[src/design/multibrot_escape_time_macros.svh]
// ----------------------------------------------------------------------------
// multibrot_escape_time_macros.svh
// assertion macros shared by the escape time block
// ----------------------------------------------------------------------------
`ifndef MULTIBROT_ESCAPE_TIME_MACROS_SVH
`define MULTIBROT_ESCAPE_TIME_MACROS_SVH

// same-cycle implication, sampled on clk, off during reset
`define MBE_ASSERT_NOW(lbl, ante, cons, msg) \
    lbl: assert property (@(posedge clk) disable iff (!rst_n) (ante) |-> (cons)) \
        else $error(msg);

// next-cycle implication, sampled on clk, off during reset
`define MBE_ASSERT_NEXT(lbl, ante, cons, msg) \
    lbl: assert property (@(posedge clk) disable iff (!rst_n) (ante) |=> (cons)) \
        else $error(msg);

`endif

[src/design/mbe_pkg.sv]
// ----------------------------------------------------------------------------
// mbe_pkg
// types, constants and fixed point helpers of the escape time block
// ----------------------------------------------------------------------------
`default_nettype none

package mbe_pkg;

    localparam int MAX_ITER_DEF   = 500;
    localparam int PIXEL_BITS_DEF = 12;

    localparam int FRAC_BITS = 44;
    localparam int ZW        = 57;   // Q12.44 working width, sign included
    localparam int PW        = 112;  // full product magnitude
    localparam int ADDR_W    = 6;
    localparam int DATA_W    = 64;

    // register indexes
    localparam logic [2:0] REG_X_MIN  = 3'd0;
    localparam logic [2:0] REG_X_STEP = 3'd1;
    localparam logic [2:0] REG_Y_MAX  = 3'd2;
    localparam logic [2:0] REG_Y_STEP = 3'd3;
    localparam logic [2:0] REG_MODE   = 3'd4;
    localparam logic [2:0] MODE_MAX   = 3'd4;

    localparam logic signed [57:0] WIDE_LIM58 = {2'b00, {56{1'b1}}};
    localparam logic signed [57:0] WIDE_NEG58 = -WIDE_LIM58;
    localparam logic signed [57:0] ESC_LIM    = 58'sd4 <<< FRAC_BITS;
    localparam logic signed [64:0] C_MAX      = {18'd0, {47{1'b1}}};
    localparam logic signed [64:0] C_MIN      = -C_MAX - 65'sd1;

    typedef struct packed {
        logic signed [47:0] x_min;
        logic [46:0]        x_step;
        logic signed [47:0] y_max;
        logic [46:0]        y_step;
        logic [2:0]         power_mode;
    } cfg_t;

    // product magnitude back to Q12.44: drop fraction, saturate, apply sign
    function automatic logic signed [ZW-1:0] fix_post(input logic [PW-1:0] mag,
                                                      input logic neg);
        logic [55:0] r;
        r = (|mag[PW-1:100]) ? {56{1'b1}} : mag[99:44];
        return neg ? -$signed({1'b0, r}) : $signed({1'b0, r});
    endfunction

    // saturating sum of two Q12.44 words
    function automatic logic signed [ZW-1:0] sat_add(input logic signed [ZW-1:0] a,
                                                     input logic signed [ZW-1:0] b);
        logic signed [57:0] s;
        s = 58'(a) + 58'(b);
        if (s > WIDE_LIM58)
            s = WIDE_LIM58;
        else if (s < WIDE_NEG58)
            s = WIDE_NEG58;
        return s[ZW-1:0];
    endfunction

    // clamp a coordinate to the Q3.44 range, widened to the working format
    function automatic logic signed [ZW-1:0] clamp_c(input logic signed [64:0] s);
        logic signed [64:0] r;
        r = s;
        if (s > C_MAX)
            r = C_MAX;
        else if (s < C_MIN)
            r = C_MIN;
        return r[ZW-1:0];
    endfunction

endpackage

`default_nettype wire

[src/design/mbe_mul.sv]
// ----------------------------------------------------------------------------
// mbe_mul
// shared multiplier: 56x56 magnitude product from four 28x28 partial products
// ----------------------------------------------------------------------------
`default_nettype none

module mbe_mul (
    input  wire logic                        clk,
    input  wire logic                        rst_n,
    input  wire logic                        start,
    input  wire logic signed [mbe_pkg::ZW-1:0] a,
    input  wire logic signed [mbe_pkg::ZW-1:0] b,
    output logic                             busy,
    output logic                             done,
    output logic [mbe_pkg::PW-1:0]           mag,
    output logic                             neg
);
    import mbe_pkg::*;

    logic [55:0]   am_reg, bm_reg;
    logic          neg_reg;
    logic [PW-1:0] acc_reg;
    logic [1:0]    cnt_reg;
    logic          busy_reg, done_reg;
    logic [ZW-1:0] a_abs, b_abs;
    logic [27:0]   op_a, op_b;
    logic [55:0]   pp;
    logic [PW-1:0] pp_sh;

    // operand magnitudes
    assign a_abs = a[ZW-1] ? ZW'(-a) : ZW'(a);
    assign b_abs = b[ZW-1] ? ZW'(-b) : ZW'(b);

    // partial product select: lo*lo, lo*hi, hi*lo, hi*hi
    assign op_a = cnt_reg[1] ? am_reg[55:28] : am_reg[27:0];
    assign op_b = cnt_reg[0] ? bm_reg[55:28] : bm_reg[27:0];
    assign pp   = op_a * op_b;

    always_comb
    begin
        case (cnt_reg)
            2'd0:    pp_sh = PW'(pp);
            2'd3:    pp_sh = PW'(pp) << 56;
            default: pp_sh = PW'(pp) << 28;
        endcase
    end

    assign busy = busy_reg;
    assign done = done_reg;
    assign mag  = acc_reg;
    assign neg  = neg_reg;

    always_ff @(posedge clk)
    begin
        if (start && !busy_reg)
        begin
            am_reg  <= a_abs[55:0];
            bm_reg  <= b_abs[55:0];
            neg_reg <= a[ZW-1] ^ b[ZW-1];
            acc_reg <= '0;
        end
        else if (busy_reg)
            acc_reg <= acc_reg + pp_sh;
    end

    always_ff @(posedge clk or negedge rst_n)
    begin
        if (!rst_n)
        begin
            cnt_reg  <= '0;
            busy_reg <= 1'b0;
            done_reg <= 1'b0;
        end
        else
        begin
            done_reg <= 1'b0;
            if (start && !busy_reg)
            begin
                busy_reg <= 1'b1;
                cnt_reg  <= '0;
            end
            else if (busy_reg)
            begin
                cnt_reg <= cnt_reg + 2'd1;
                if (cnt_reg == 2'd3)
                begin
                    busy_reg <= 1'b0;
                    done_reg <= 1'b1;
                end
            end
        end
    end

endmodule

`default_nettype wire
[config.mk]
export PLATFORM = sky130hd
export DESIGN_NAME = mbe_mul
export DESIGN_NICKNAME = d
export VERILOG_FILES = /design/src/design/multibrot_escape_time_macros.svh /design/src/design/mbe_pkg.sv /design/src/design/mbe_mul.sv
export SDC_FILE = /design/constraint.sdc
export NUM_CORES = 2
export LEC_CHECK = 0
export ABC_AREA = 1
export ABC_CLOCK_PERIOD_IN_PS = 26200
export BUFFER_PORTS_ARGS = -buffer_cell sky130_fd_sc_hd__buf_4
export CORE_UTILIZATION = 55
export DETAILED_ROUTE_END_ITERATION = 16
export PLACE_DENSITY = 0.73
export SLEW_MARGIN = 20
export SYNTH_ARGS = -nofsm -noshare
export SYNTH_HDL_FRONTEND = slang
export SYNTH_SLANG_ARGS = --single-unit
[constraint.sdc]
create_clock -name clk -period 26.2 [get_ports clk]
set_input_delay 3.93 -clock clk [delete_from_list [all_inputs] [get_ports clk]]
set_output_delay 3.93 -clock clk [all_outputs]
set_load 0.01 [all_outputs]
==> flow_summary.toml <==
[finish]
multi_input_area_sq_mm = 0.0351
drive_gt1_share_pct = 7.49
filler_cell_count = 7868
syn_to_final_growth_pct = 8.74
instances_no_fill = 7848
ff_latch_area_sq_mm = 0.00574
largest_reg_flops = 112
layout.nets = 7814

[synth]
postSynthAreaPerCell_sq_um = 7.12
ys_seq_area_share_pct = 12.3
synthTopCellsByCount = "inv_1, nand2_1, nor2_1"
synthArstFlopShare_pct = 1.75
netlist_area_sq_mm = 0.0466
syn_nets = 7665
synth_seq_cells = 229
synth_edf_count = 113
yosysMostFrequentCell = "inv_1"
yosys.cell_types.count = 65
synth_largest_area_cell = "fa_1"
synth_top_area_share_pct = 29.0
ys_warn_count = 0
synth_area_leaders = "fa_1, inv_1, nand2_1"
synthCells = 6541
synthFlopType = "edfxtp_1"

[clock_tree]
cts_setup_buffers = 0
ctsHoldBuffers = 0
cts_root_buffer = "clkbuf_16"
clk_latency_ns = 0.63
clk_pin_slew_worst_paths_ns = 0.07
cts_resized = 0
tritoncts = "done"
clkSinkCount = 229
cts_buffers = 29
htreeDepth = 1
ctsLongestPathBuffers = 3

[timing]
rsz0062_at_grt = "false"
slew_headroom_pct = 18.5
period_share_pct = 47.5
setup_viol = 0
hold_viol = 0
finalSetupTns_ns = 0
min_period_ns = 12.45
maxSlewViolCount = 0
max_freq_mhz = 80.3
skew_ns = 0.0265
tightest_slew_ns = 1.21

[detailed_routing]
num_vias = 46200
first_pass_iters = 9
post_drt_via_cell_ratio = 5.88
ant_nets = 0
wirelength_um = 194000
drcViolationCount = 0
drt_iter0_markers = 5364
avgRoutedWirePerCell_um = 24.7

[die]
dieArea_sq_mm = 0.0859
fp-row-count = 106
initial_core_util_pct = 55.7
die_h_um = 293
ios = 232
core_area_sq_mm = 0.0837
die_x_um = 293

[global_routing]
grt_start_max_net_pins = 114
antenna_found_initial = 2
track_usage_pct = 44.6
grt_pass1_wl_um = 281000
overflow = 0
grt_pass1_vias = 44800

[worst_setup_path]
critPathSlowestCell = "o21ai_0"
end_kind = "flip-flop"
worstSetupPathType = "flip-flop to flip-flop"
worstSetupStartpointType = "flip-flop"
arrival_ns = 12.95
cpMostUsedCell = "inv_1"
cp-startpoint = "cnt_reg[0]$_DFFE_PN0P_"
worstPathRequired_ns = 26.70
r2r-start = "cnt_reg[0]$_DFFE_PN0P_"
cp_max_fo = 32
max_stage_delay_ns = 1.01

[outcome]
status = "complete, no violations"

[placed_design]
hpwl_um = 159000
dp.cells = 7793
portBuffers = 231
routabilityCongestion = 1.14

[hold_path]
hold_path_class = "flip-flop to flip-flop"
min_from = "mag[88]$_SDFFE_PP0P_"

[run]
maxCapViolCount = 0
layout make-up:
class	count	area share (%)
clock inverters	17	0.437
well taps	1134	2.80
repair buffers	290	4.32
flip-flops and latches	229	11.3
clock buffers	37	1.51
diodes	1	0.00494
inverters	1393	10.3
multi-input cells	4747	69.3
cell families after synthesis:
family	share of synthesized area, %
xor gates and xnor gates	3.21
AOI/OAI and AO/OA	9.86
buffers and inverters	12.6
and+or+nand+nor	24.1
DFF	12.3
adders and majority gates	37.9
critical path: cells and delay by family (launching register included):
kind                     cells  cell delay, ns
adder cells (fa/ha/maj)      9            4.47
AND/OR/NAND/NOR             16            2.83
buffers and inverters       11            2.43
AO/OA/AOI/OAI                5            1.78
XOR/XNOR                     1            0.45
flip-flops                   1            0.33
final timing paths:
path	cells after the start	slack [ns]	end
max	42	13.75	mag[92]$_SDFFE_PP0P_
max in group asynchronous	1	22.88	busy$_DFF_PN0_
min in group asynchronous	1	3.13	done$_DFF_PN0_
max reg2reg	42	13.75	mag[92]$_SDFFE_PP0P_
min reg2reg	2	0.49	mag[88]$_SDFFE_PP0P_
min	2	0.49	mag[88]$_SDFFE_PP0P_
per-layer routing:
layer  GRT usage, %  part of all wire [%]
met3           15.6                    14
met2           64.0                    41
met5              0                 0.018
met4           20.2                   5.5
met1           60.4                    39
through the flow:
stage	utilization, %	cell area [sq um]	hold slack (ns)	setup WS (ns)
floorplan	-	46600	0.492	16.88
global placement	59.4	49700	0.468	14.38
detailed placement	59.4	49700	0.474	14.42
CTS	60.5	50700	0.489	14.40
global route	60.5	50700	0.500	13.51
finish	60.5	50700	0.489	13.75
cells in the final DEF (no fill, tap or decap), drive strengths merged, types with 42 or more instances in the layout:
cell	n
fa	675
nand4	60
o22ai	42
inv	1384
xnor2	62
nor3	89
dfxtp	112
buf	290
o21ai	336
xor2	109
or2	60
nand2	1318
edfxtp	113
o21bai	45
nand3	161
ha	332
a21oi	343
nor2	1018
Power is left out: the tool's default activity adds up to more than one toggle a clock period on the data nets, which glitch-free logic cannot reach.
