**src/design/multibrot_escape_time_macros.svh**
```systemverilog
// ----------------------------------------------------------------------------
// multibrot_escape_time_macros.svh
// assertion macros shared by the escape time block
// ----------------------------------------------------------------------------
`ifndef MULTIBROT_ESCAPE_TIME_MACROS_SVH
`define MULTIBROT_ESCAPE_TIME_MACROS_SVH

// same-cycle implication, sampled on clk, off during reset
`define MBE_ASSERT_NOW(lbl, ante, cons, msg) \
    lbl: assert property (@(posedge clk) disable iff (!rst_n) (ante) |-> (cons)) \
        else $error(msg);

// next-cycle implication, sampled on clk, off during reset
`define MBE_ASSERT_NEXT(lbl, ante, cons, msg) \
    lbl: assert property (@(posedge clk) disable iff (!rst_n) (ante) |=> (cons)) \
        else $error(msg);

`endif

```
**src/design/mbe_pkg.sv**
```systemverilog
// ----------------------------------------------------------------------------
// mbe_pkg
// types, constants and fixed point helpers of the escape time block
// ----------------------------------------------------------------------------
`default_nettype none

package mbe_pkg;

    localparam int MAX_ITER_DEF   = 500;
    localparam int PIXEL_BITS_DEF = 12;

    localparam int FRAC_BITS = 44;
    localparam int ZW        = 57;   // Q12.44 working width, sign included
    localparam int PW        = 112;  // full product magnitude
    localparam int ADDR_W    = 6;
    localparam int DATA_W    = 64;

    // register indexes
    localparam logic [2:0] REG_X_MIN  = 3'd0;
    localparam logic [2:0] REG_X_STEP = 3'd1;
    localparam logic [2:0] REG_Y_MAX  = 3'd2;
    localparam logic [2:0] REG_Y_STEP = 3'd3;
    localparam logic [2:0] REG_MODE   = 3'd4;
    localparam logic [2:0] MODE_MAX   = 3'd4;

    localparam logic signed [57:0] WIDE_LIM58 = {2'b00, {56{1'b1}}};
    localparam logic signed [57:0] WIDE_NEG58 = -WIDE_LIM58;
    localparam logic signed [57:0] ESC_LIM    = 58'sd4 <<< FRAC_BITS;
    localparam logic signed [64:0] C_MAX      = {18'd0, {47{1'b1}}};
    localparam logic signed [64:0] C_MIN      = -C_MAX - 65'sd1;

    typedef struct packed {
        logic signed [47:0] x_min;
        logic [46:0]        x_step;
        logic signed [47:0] y_max;
        logic [46:0]        y_step;
        logic [2:0]         power_mode;
    } cfg_t;

    // product magnitude back to Q12.44: drop fraction, saturate, apply sign
    function automatic logic signed [ZW-1:0] fix_post(input logic [PW-1:0] mag,
                                                      input logic neg);
        logic [55:0] r;
        r = (|mag[PW-1:100]) ? {56{1'b1}} : mag[99:44];
        return neg ? -$signed({1'b0, r}) : $signed({1'b0, r});
    endfunction

    // saturating sum of two Q12.44 words
    function automatic logic signed [ZW-1:0] sat_add(input logic signed [ZW-1:0] a,
                                                     input logic signed [ZW-1:0] b);
        logic signed [57:0] s;
        s = 58'(a) + 58'(b);
        if (s > WIDE_LIM58)
            s = WIDE_LIM58;
        else if (s < WIDE_NEG58)
            s = WIDE_NEG58;
        return s[ZW-1:0];
    endfunction

    // clamp a coordinate to the Q3.44 range, widened to the working format
    function automatic logic signed [ZW-1:0] clamp_c(input logic signed [64:0] s);
        logic signed [64:0] r;
        r = s;
        if (s > C_MAX)
            r = C_MAX;
        else if (s < C_MIN)
            r = C_MIN;
        return r[ZW-1:0];
    endfunction

endpackage

`default_nettype wire

```
**src/design/mbe_regs.sv**
```systemverilog
// ----------------------------------------------------------------------------
// mbe_regs
// apb register file: window corner, pixel steps and power mode
// ----------------------------------------------------------------------------
`default_nettype none

module mbe_regs (
    input  wire logic                      clk,
    input  wire logic                      rst_n,
    input  wire logic                      psel,
    input  wire logic                      penable,
    input  wire logic                      pwrite,
    input  wire logic [mbe_pkg::ADDR_W-1:0] paddr,
    input  wire logic [mbe_pkg::DATA_W-1:0] pwdata,
    output logic [mbe_pkg::DATA_W-1:0]      prdata,
    output logic                            pready,
    output mbe_pkg::cfg_t                   cfg
);
    import mbe_pkg::*;

    cfg_t       cfg_reg;
    cfg_t       cfg_next;
    logic [2:0] idx;
    logic       wr_en;

    assign idx   = paddr[5:3];
    assign wr_en = psel && penable && pwrite;
    assign pready = 1'b1;
    assign cfg   = cfg_reg;

    // write decode
    always_comb
    begin
        cfg_next = cfg_reg;
        if (wr_en)
        begin
            unique case (idx)
                REG_X_MIN:  cfg_next.x_min      = pwdata[47:0];
                REG_X_STEP: cfg_next.x_step     = pwdata[46:0];
                REG_Y_MAX:  cfg_next.y_max      = pwdata[47:0];
                REG_Y_STEP: cfg_next.y_step     = pwdata[46:0];
                REG_MODE:   cfg_next.power_mode = pwdata[2:0];
                default:    cfg_next = cfg_reg;
            endcase
        end
    end

    // read mux
    always_comb
    begin
        unique case (idx)
            REG_X_MIN:  prdata = 64'(cfg_reg.x_min);
            REG_X_STEP: prdata = 64'(cfg_reg.x_step);
            REG_Y_MAX:  prdata = 64'(cfg_reg.y_max);
            REG_Y_STEP: prdata = 64'(cfg_reg.y_step);
            REG_MODE:   prdata = 64'(cfg_reg.power_mode);
            default:    prdata = '0;
        endcase
    end

    always_ff @(posedge clk or negedge rst_n)
    begin
        if (!rst_n)
            cfg_reg <= '0;
        else
            cfg_reg <= cfg_next;
    end

endmodule

`default_nettype wire

```
**config.mk**
```make
export PLATFORM = sky130hd
export DESIGN_NAME = mbe_regs
export DESIGN_NICKNAME = d
export VERILOG_FILES = /design/src/design/multibrot_escape_time_macros.svh /design/src/design/mbe_pkg.sv /design/src/design/mbe_regs.sv
export SDC_FILE = /design/constraint.sdc
export NUM_CORES = 1
export LEC_CHECK = 0
export ABC_AREA = 1
export BUFFER_PORTS_ARGS = -buffer_cell sky130_fd_sc_hd__buf_2
export CAP_MARGIN = 10
export CELL_PAD_IN_SITES_DETAIL_PLACEMENT = 1
export CELL_PAD_IN_SITES_GLOBAL_PLACEMENT = 1
export CORE_MARGIN = 8
export CORE_UTILIZATION = 35
export DETAILED_ROUTE_END_ITERATION = 16
export PLACE_DENSITY_LB_ADDON = 0.1
export SETUP_SLACK_MARGIN = 0.3
export SLEW_MARGIN = 10
export SYNTH_ARGS = -nofsm -noshare
export SYNTH_HDL_FRONTEND = slang
export SYNTH_SLANG_ARGS = --single-unit
```
**constraint.sdc**
```tcl
create_clock -name clk -period 2.35 [get_ports clk]
set_input_delay 0.235 -clock clk [delete_from_list [all_inputs] [get_ports clk]]
set_output_delay 0.235 -clock clk [all_outputs]
set_load 0.01 [all_outputs]
```
==> impl_results.md, run 1 <==
* Result of the run: finished, final reports clean
* Grt met1 use at 26.1%
* Critical path launch point type: input pin
* Total Power at between 9 and 10 mW
* Flip-flop count of the largest register after layout at approximately 190
* Buffer depth of the longest clock path at 2
* Fraction of power consumed by combinational cells at 25.1%
* Timing-limited maximum frequency at around 550 MHz
* Worst IR Drop VDD at around 350 uV
* Vias in the first global route at 8753
* Via count at 8325
* Yosys reg bits at about 190
* Die W at 176 um
* Worst setup path endpoint: prdata[28]
* Area overhead of the layout relative to synthesis at 26.3%
* Initial core utilization at 35.6%
* RSZ-0062 raised after global routing: false
* Clock sink count at roughly 190
* Die area at 0.0310 sq mm
* Worst min-delay path class: in -> reg
* Via count normalized by instance count at 4.80
* Seq/Total Area, Yosys at between 50% and 60%
* Clock slew seen by the registers of the worst setup and hold paths at about 80 ps
* Number of input and output port buffers inserted at 312
* Syn. warnings at 0
* Switching power as a share of total power at a little over a third
* Number of nets in the layout at about 1500
* Detailed placement HPWL at approximately 23 mm
* Switching Power at approximately 3.4 mW
* Global-route wire length before repair at between 50 and 60 mm
* Layout cells sized above 1 at 27.0%
* Final global-route overflow total at 0
* Total placed instance area at around 0.011 sq mm
* Wire length per cell at 18.5 um
* Reg-to-reg startpoint: cfg[22]
* Worst slack at placement at 462 ps
* H-tree lvl count at 4
* P_int at approximately 6.4 mW
* Max-slew violation total from the final report at 0
* Start-to-end type of the worst setup path: in -> out
* Most heavily used metal layer in global routing: met2
* Largest cells by area after synthesis: sky130_fd_sc_hd__dfrtp_1 (54%), sky130_fd_sc_hd__nand2_1 (11%), sky130_fd_sc_hd__o21ai_1 (7.9%)
* Placeable core region at between 0.02 and 0.03 sq mm
* Max-capacitance violation count at 0
* Leak pwr at roughly 6.3 nW
* Maximum number of pins on one net before global-route repair at 62
* Power density of the placed cells at between 800 and 900 mW/mm^2
* Minimum clock period at around 1800 ps
* Top fanout value on the critical path at 23
* Final weighted congestion in routability-driven placement at 0.764
* Number of instances in the synthesized netlist at 1116
* Launching instance or port of the critical path: paddr[4]
* PnR worst setup slack at roughly 530 ps
* First drt pass iteration count at 5
* Signal arrival time at the worst endpoint at about 1600 ps
* Relative contribution of sequential cells to total power at between 40 and 50%
* Share of the synthesized area in the top cell type at between 50% and 60%
* Biggest area consumer among synthesized cells: sky130_fd_sc_hd__dfrtp_1
* Cell count of the worst reg-to-reg path at 2
* Design area at ~0.011 sq mm
* Met2 Resource Use GR at ~34%
* Number of endpoints failing setup at the final stage at 0
* Critical Path Sink Type: output port
* Number of routed nets with antenna violations at 0
* Post-synthesis area per instance at ~8.0 sq um
* Overall track demand over capacity in global routing at about a fifth
* Total wire length after detailed routing at 32.1 mm
* I/O Pins at between 300 and 400
* Floorplan row count at 58
* Clock latency reported for the late side of the worst-skew pair at approximately 430 ps
* Period Utilization, post-route at between 70% and 80%
* Worst hold margin at approximately 22 ps
* Num CTS Buffers at 17
* DR iter-0 viols at 417
* Cell at the root of the clock tree: sky130_fd_sc_hd__clkbuf_16
* Synthesized net count at 1191
* Final Hold Fails at 0
* WP data required at between 2000 and 2500 ps
* Number of antenna violations at the first check in global routing at 5
* Skew final at 0 ps
* Endpoint of the worst register-to-register path: cfg[22]
* Setup TNS Final at 0 ps
* Vertical die dimension at between 150 and 200 um
* Netlist cell types at 21
* Reg2reg setup slack at 1630 ps
* Netlist Area Pre-Place at around 0.009 sq mm
* Global routing met3 resource utilization at 6.24%
* Clock tree from TritonCTS: yes
* Remaining routing DRC violations at 0
* CTS-repair resized insts at 0
* Power share of the clock group at between 20% and 30%
## critical path: stages
cell,delay [ps]
sky130_fd_sc_hd__buf_2,230
sky130_fd_sc_hd__clkinv_1,260
sky130_fd_sc_hd__nand3_2,150
sky130_fd_sc_hd__inv_2,40
sky130_fd_sc_hd__buf_4,240
sky130_fd_sc_hd__a21oi_1,170
sky130_fd_sc_hd__nand2_1,90
sky130_fd_sc_hd__buf_2,150
## worst min-delay path by stage
stage | startpoint | to | slack (ps) | cells past startpoint
global placement | rst_n | cfg[13] | 250 | 1
global route | pwdata[21] | cfg[24] | 20 | 3
floorplan | rst_n | cfg[0] | -60 | 0
CTS | pwdata[21] | cfg[24] | 1 | 3
detailed placement | rst_n | cfg[60] | 240 | 1
finish | pwdata[21] | cfg[24] | 20 | 3
## power by group through the flow
stage	clock (mW)	sequential [mW]	combinational [mW]
floorplan	0	4.77	0.922
detailed placement	0	4.53	2.52
finish	2.87	4.47	2.46
global route	3.07	4.57	2.77
CTS	2.95	4.47	2.53
global placement	0	4.51	2.46
## cells in the final DEF (no fill, tap or decap), types with 5 or more instances in the layout
cell	count
sky130_fd_sc_hd__nor2_1	48
sky130_fd_sc_hd__buf_2	311
sky130_fd_sc_hd__buf_4	13
sky130_fd_sc_hd__o21ai_1	142
sky130_fd_sc_hd__nand4_1	6
sky130_fd_sc_hd__nand3_1	50
sky130_fd_sc_hd__inv_1	181
sky130_fd_sc_hd__clkinv_4	5
sky130_fd_sc_hd__clkbuf_16	17
sky130_fd_sc_hd__dfrtp_1	193
sky130_fd_sc_hd__a21oi_1	44
sky130_fd_sc_hd__o21ai_0	95
sky130_fd_sc_hd__buf_12	8
sky130_fd_sc_hd__nand2_1	259
## cell usage after synthesis
| cell type | n |
|---|---|
| sky130_fd_sc_hd__o21ai_0 | 95 |
| sky130_fd_sc_hd__nor2_4 | 1 |
| sky130_fd_sc_hd__o21ai_1 | 142 |
| sky130_fd_sc_hd__buf_4 | 24 |
| sky130_fd_sc_hd__clkinv_1 | 1 |
| sky130_fd_sc_hd__inv_1 | 181 |
| sky130_fd_sc_hd__nand3_1 | 50 |
| sky130_fd_sc_hd__buf_6 | 11 |
| sky130_fd_sc_hd__conb_1 | 1 |
| sky130_fd_sc_hd__nand2_2 | 2 |
| sky130_fd_sc_hd__nand4_1 | 6 |
| sky130_fd_sc_hd__nor3_2 | 1 |
| sky130_fd_sc_hd__a21oi_1 | 44 |
| sky130_fd_sc_hd__inv_2 | 4 |
| sky130_fd_sc_hd__nand3_2 | 4 |
| sky130_fd_sc_hd__buf_1 | 2 |
| sky130_fd_sc_hd__nand2_1 | 260 |
| sky130_fd_sc_hd__buf_2 | 26 |
| sky130_fd_sc_hd__clkbuf_1 | 19 |
| sky130_fd_sc_hd__dfrtp_1 | 193 |
| sky130_fd_sc_hd__nor2_1 | 49 |
## kinds of logic (layout without fill, tap and decap cells)
logic type / Yosys count / after routing / share of synthesized area, %
buf+inv: 268 / 554 / 13.5
other cells: 1 / 2 / 0.0418
compound gates: 281 / 281 / 15.7
simple gates: 373 / 373 / 17.0
flops: 193 / 193 / 53.8
## per-layer routing
layer  vias up  share of wire [%]
met1      4053                 45
met4         8                1.2
met5         -               0.15
li1       4025                  -
met2       212                 47
met3        27                6.8
## area by class of cell
type	instances	area, sq um
inverters	186	698
flip-flops and latches	193	4830
well taps	330	413
diodes	1	2.50
fillers	3170	13900
clock buffers	20	457
clock inverters	12	114
multi-input cells	655	2960
repair buffers	336	1860
## through the flow
| stage | util [%] | instances |
|---|---|---|
| after floorplan | - | 1116 |
| after global placement | 42.6 | 1697 |
| after detailed placement | 42.6 | 1697 |
| after CTS | 45.0 | 1732 |
| after global routing | 45.0 | 1733 |
| final | 45.0 | 1733 |
## timing repair
| item | CTS | global route |
|---|---|---|
| setup buffers | 0 | 0 |
| hold endpoints to repair | 54 | 0 |
| hold buffers | 3 | 0 |
(Power assumes the default switching activity.)
==> inputs of run 2 (changes only) <==
==> constraint.sdc (replaced) <==
create_clock -name clk -period 1.8 [get_ports clk]
set_input_delay 0.18 -clock clk [delete_from_list [all_inputs] [get_ports clk]]
set_output_delay 0.18 -clock clk [all_outputs]
set_load 0.01 [all_outputs]
==> impl_results.md, run 2 (synthesized netlist as in run 1, its figures left out) <==
* Result of the run: finished, final reports clean
* Hold Crit Endpoint: cfg[43]
* Buffer depth of the longest clock path at 2
* Number of endpoints failing setup at the final stage at 0
* Via count at 9099
* Max-slew violation total from the final report at 0
* Buffer and inverter count on the worst path at 2
* Reg-to-reg startpoint: cfg[15]
* Clock tree from TritonCTS: yes
* Placeable core region at ~0.025 sq mm
* Die W at 176 um
* Via count normalized by instance count at 4.83
* Critical Path Sink Type: output port
* Number of input and output port buffers inserted at 312
* Global-route wire length before repair at around 54 mm
* Max-capacitance violation count at 0
* Switching Power at about 4.8 mW
* Number of nets in the layout at about 1600
* Start-to-end type of the worst setup path: reg -> out
* Number of antenna violations at the first check in global routing at 2
* Power density of the placed cells at about 1100 mW/mm^2
* Final weighted congestion in routability-driven placement at a little under 0.8
* Leading cell type in the layout, fill and taps excluded: sky130_fd_sc_hd__buf_2
* Vertical die dimension at roughly 180 um
* Number of routed nets with antenna violations at 0
* CP max stage cell: sky130_fd_sc_hd__dfrtp_1
* Relative contribution of sequential cells to total power at between 40% and 50%
* P_int at ~9 mW
* Layout cells sized above 1 at 35.2%
* Minimum clock period at 1490 ps
* Die area at between 0.03 and 0.04 sq mm
* Flip-flop count of the largest register after layout at between 150 and 200
* Final Util at 51.2%
* Clock latency reported for the late side of the worst-skew pair at 430 ps
* Switching power as a share of total power at a little over a third
* Worst hold margin at approximately 6.9 ps
* Cell count of the worst reg-to-reg path at 9
* Overall track demand over capacity in global routing at between 20% and 30%
* Initial core utilization at 35.6%
* Delay of the slowest cell on the worst path at 400 ps
* Wire length per cell at 18.5 um
* Setup TNS Final at 0 ps
* Total Power at ~14 mW
* H-tree lvl count at 4
* Category of cells accounting for the largest share of critical-path delay: flip-flops
* Hold wc startpoint: pwdata[40]
* Leak pwr at between 7 and 8 nW
* Period Utilization, post-route at between 80 and 90%
* RSZ-0062 raised after global routing: true
* Cell at the root of the clock tree: sky130_fd_sc_hd__clkbuf_16
* I/O Pins at 333
* Skew final at 0 ps
* Reg2reg setup slack at between 300 and 400 ps
* Commonest cells after routing, fill and taps aside: sky130_fd_sc_hd__buf_2 (298), sky130_fd_sc_hd__nand2_1 (258), sky130_fd_sc_hd__dfrtp_1 (193)
* Cell breakdown of the critical path: inv_2, nor2_1, a21oi_1, nand2_1, buf_2
* Signal arrival time at the worst endpoint at between 1000 and 1500 ps
* Worst slack at placement at roughly 140 ps
* Timing-limited maximum frequency at roughly 670 MHz
* Fraction of power consumed by combinational cells at a little under a third
* DR iter-0 viols at a little over 500
* First drt pass iteration count at 4
* Clock sink count at 193
* Floorplan row count at between 50 and 60
* Final Hold Fails at 0
* Detailed placement HPWL at 23.4 mm
* Worst IR Drop VDD at about 460 uV
* Number of instances on the worst hold path at 3
* Maximum number of pins on one net before global-route repair at roughly 70
* Power share of the clock group at between 20 and 30%
* Area overhead of the layout relative to synthesis at 43.8%
* Vias in the first global route at 9281
* Num CTS Buffers at 17
* Worst min-delay path class: in -> reg
* PnR worst setup slack at approximately 310 ps
* Final global-route overflow total at 0
* Critical path launch point type: register
* WP data required at around 1600 ps
* Top fanout value on the critical path at 2
* Remaining routing DRC violations at 0
* Endpoint of the worst register-to-register path: cfg[15]
* Clock slew seen by the registers of the worst setup and hold paths at 80 ps
* FILL cells at around 3100
* Total wire length after detailed routing at approximately 35 mm
[run 2: cell types whose count changed in the layout (fill, tap and decap cells not counted), sizes merged]
cell / change
clkinvlp: +1
inv: +1
dlygate4sd3: +44
diode: +1
clkinv: -1
clkbuf: +1
buf: +105
[run 2: power by group through the flow]
stage / Combinational (mW) / Sequential, mW / Clock [mW]
CTS: 3.65 / 5.82 / 3.87
global placement: 3.25 / 5.89 / 0
floorplan: 1.20 / 6.23 / 0
detailed placement: 3.33 / 5.93 / 0
global route: 4.65 / 5.94 / 4.06
finish: 4.21 / 5.83 / 3.79
[run 2: tightest hold or removal path, stage by stage]
cell	delay, ps
sky130_fd_sc_hd__buf_2	110
sky130_fd_sc_hd__nand2_1	50
sky130_fd_sc_hd__o21ai_1	70
[run 2: metrics by stage]
| step | instances | cell area (sq um) |
|---|---|---|
| floorplan | 1116 | 8970 |
| global placement | 1704 | 10900 |
| detailed placement | 1704 | 10900 |
| CTS | 1810 | 12200 |
| global route | 1885 | 12900 |
| finish | 1885 | 12900 |
[run 2: area by class of cell]
type / count / area (sq um) / share of cell area [%]
multi-input cells: 655 / 3040 / 23.5
repair buffers: 487 / 3330 / 25.8
flip-flops and latches: 193 / 4830 / 37.4
clock buffers: 19 / 453 / 3.51
inverters: 186 / 711 / 5.51
well taps: 330 / 413 / 3.20
clock inverters: 13 / 118 / 0.912
diodes: 2 / 5.00 / 0.0388
[run 2: per-layer routing]
layer | up-vias | part of all wire (%) | track usage, %
li1 | 4343 | - | -
met1 | 4468 | 44 | 27.8
met2 | 249 | 48 | 36.2
met3 | 39 | 6.4 | 5.64
met4 | 0 | 2.0 | 6.08
met5 | - | 0 | 0
[run 2: repair_timing]
action                                  in CTS  in global routing
hold buffers                                47                  0
endpoints found under the setup margin      61                 48
buffers inserted                            27                 72
pin swaps                                    4                 45
hold endpoints to repair                    86                  0
cloned                                       0                  1
gates resized for setup                     10                108
[run 2: worst max-delay path by stage]
stage | from | to | slack [ps] | cells after the start
2_1_floorplan | paddr[4] | prdata[48] | 460 | 6
3_3_place_gp | paddr[4] | prdata[20] | 140 | 8
3_5_place_dp | paddr[5] | prdata[53] | 140 | 7
4_1_cts | cfg[15] | prdata[12] | 280 | 5
5_1_grt | cfg[10] | prdata[7] | 220 | 5
6_report | cfg[45] | prdata[42] | 310 | 5
